**src/rtl/dsr_ram.sv**
```systemverilog
`default_nettype none

module dsr_ram #(
  parameter int unsigned WIDTH = 8,
  parameter int unsigned DEPTH = 256
) (
  input  wire logic                     clk,
  input  wire logic                     we,
  input  wire logic [$clog2(DEPTH)-1:0] addr,
  input  wire logic [WIDTH-1:0]         wdata,
  output logic      [WIDTH-1:0]         rdata
);

  logic [WIDTH-1:0] mem [DEPTH];

  always_ff @(posedge clk) begin
    if (we) begin
      mem[addr] <= wdata;
    end
    rdata <= mem[addr];
  end

endmodule

`default_nettype wire

```
**config.mk**
```make
export PLATFORM = sky130hd
export DESIGN_NAME = dsr_ram
export DESIGN_NICKNAME = d
export VERILOG_FILES = /design/src/rtl/dsr_ram.sv
export SDC_FILE = /design/constraint.sdc
export NUM_CORES = 2
export LEC_CHECK = 0
export ABC_AREA = 1
export BUFFER_PORTS_ARGS = -buffer_cell sky130_fd_sc_hd__buf_2
export CORE_UTILIZATION = 50
export DETAILED_ROUTE_END_ITERATION = 12
export HOLD_SLACK_MARGIN = 0.05
export PLACE_DENSITY_LB_ADDON = 0.12
export SLEW_MARGIN = 20
export SYNTH_ARGS = -nofsm -noshare
export SYNTH_HDL_FRONTEND = slang
export SYNTH_SLANG_ARGS = --single-unit
```
**constraint.sdc**
```tcl
create_clock -name clk -period 3.4 [get_ports clk]
set_input_delay 1.02 -clock clk [delete_from_list [all_inputs] [get_ports clk]]
set_output_delay 1.02 -clock clk [all_outputs]
set_load 0.005 [all_outputs]
```
==> metrics <==
most frequent cells in the layout 4755 x nand2_1, 2048 x edfxtp_1, 445 x buf_4; Setup Skew 0.0290 ns; row count 150; Synth area leader edfxtp_1; Final #Nets 8409; Post-Route Utilization 0.585; CTS resizes 0; Hold EP mem[92][0]; Arr. time, crit path 3.61 ns; Worst R2R Start mem[184][2]; Lkg Pwr 39.6 nW; Tcrit/Tclk final 0.850; Initial Utilization 0.506; Mapped Nets 8039; Die W 414 µm; Die Height 414 µm; Num CTS Buffers 208; GPL Wtd Cong 0.879; Reg2Reg Depth 14; Post-CTS Setup Bufs 0; setup ws final 0.511 ns; setup TNS 0 ns; Design Area, Final 0.0981 mm²; Power Total 53.5 mW; Cell Pwr Density 545 mW/mm²; Hold Path Stages 1; Critical Path RT 4.12 ns; pre-CTS WS -0.356 ns; Final setup viols 0; Synth top area share 0.725; minimum clock period after layout 2.89 ns; synthesized cell area 0.0849 mm²; full die area 0.171 mm²; FILL cells 13900; all-layer global routing usage 0.276; status finished, final reports clean; core box area 0.168 mm²; Worst setup EP type register; Ports 26; antenna-violating nets left 0; leading post-synthesis cells by cell area edfxtp_1 72%, nand2_1 21%, nor2_1 1.6%; post-DR wirelength/cell 21.7 µm; Max VDD drop 627 µV; hold path start wdata[0]; placed insts 10400; drt via density 5.32; crit path launch type primary input; Post-Syn Instances 8021; largest net degree at the start of global routing 108; HPWL after DPL 144 mm; Slew HR 0.331; highest clock rate 346 MHz; reg-to-reg slack, setup 1.05 ns; Clk Latency, worst-skew pair 0.84 ns; clock net sink count 2056; drt drc 0; Iter 0 DRT Violations 5574; Congestion Overflow GR 0; htree depth 4; commonest non-fill, non-tap cell in the layout nand2_1; Setup crit start addr[0]; placed cell areas 0.0916 mm²; router iterations before antenna repair 6; Max clock buf depth 3; initial antenna violation count 8; hold buffer count at CTS 0; DRT Wirelength 234 mm; reg-to-reg endpoint rdata[2]; fin. max-slew vios 0; Syn Area/Cell 10.6 µm²; Hold/Removal Path Class primary input to register; Synth Warn # 0; vias 57300; final cell count without fillers 10800; first-pass GRT wire length 350 mm; RSZ-0062 raised after global routing no; register area 0.0617 mm²; Root Buffer clkbuf_16; multi-input logic area 0.0213 mm²; Synth cell types 18; final hold vios 0; critical path class primary input to register; Seq/Total Area, Yosys 0.727; actual slew at the worst max-slew pin 1.00 ns; CTS tree built; layout cells sized above 1 0.103; Max-cap violations 0; flops & latches, synth 2056; clk slew on worst S/H paths 0.06 ns; maximum fanout along the worst path 26; worst hold margin 0.515 ns; Port Buffers 25; vias in the first global route 55600; Area growth syn-to-layout 15.6%
-- cell usage after synthesis --
| library cell | number |
|---|---|
| a21oi_1 | 32 |
| buf_1 | 52 |
| buf_2 | 182 |
| buf_4 | 6 |
| buf_6 | 7 |
| clkbuf_1 | 170 |
| dfxtp_1 | 8 |
| edfxtp_1 | 2048 |
| inv_1 | 31 |
| inv_2 | 2 |
| inv_4 | 2 |
| nand2_1 | 4770 |
| nand2_4 | 1 |
| nand3_1 | 188 |
| nor2_1 | 361 |
| nor2_8 | 1 |
| o21ai_0 | 41 |
| o21ai_1 | 119 |
-- flip-flops by register name (all words and copies together), names as in the netlist --
| name | count |
|---|---|
| rdata | 8 |
| mem | 2048 |
-- critical path: stages --
cell and delay (ns):
buf_8 0.18, inv_8 0.14, buf_12 0.21, buf_12 0.18
buf_4 0.17, nand2_1 0.05, nand2_1 0.06, nand2_1 0.06
nand2_1 0.06, nand2_1 0.08, nand2_1 0.11, o21ai_1 0.22
nand2_1 0.15, nor2_1 0.24, nor2_1 0.07, nor2_1 0.44
nand2_1 0.10
-- kinds of logic after synthesis --
| family | after synthesis | synth area share |
|---|---|---|
| buf+inv | 452 | 0.0236 |
| compound gates | 192 | 0.0113 |
| simple gates | 5321 | 0.238 |
| flops | 2056 | 0.727 |
-- final cells by class --
cell class	count	area share
antenna	4	0.000102
clock buffer	268	0.0569
clock inverter	118	0.00995
inverter	35	0.00168
multi-input combinational	5513	0.217
sequential	2056	0.628
tap	2204	0.0281
timing repair buffer	577	0.0582
-- metal layers --
metal | vias up | wire (µm) | GRT usage
li1 | 27100 | - | -
met1 | 28000 | 98300 | 0.384
met2 | 1926 | 113000 | 0.450
met3 | 364 | 16000 | 0.0389
met4 | 2 | 6900 | 0.0870
met5 | - | 11 | 0
-- how the worst max path moves through the flow --
stage                        to  depth (start not counted)  slack (ns)
finish                 rdata[1]                         17        0.51
global route           rdata[1]                         17        0.39
CTS                    rdata[1]                         15        0.56
detailed placement     rdata[1]                         15       -0.36
global placement       rdata[1]                         15       -0.38
floorplan           mem[234][0]                         10        0.54
-- power by group --
group          leakage (nW)  switching [mW]  internal [mW]
registers              18.5          0.0501           27.9
clock network          3.19            9.57           12.6
logic                  18.0            2.40          0.902
(Power assumes the default switching activity.)
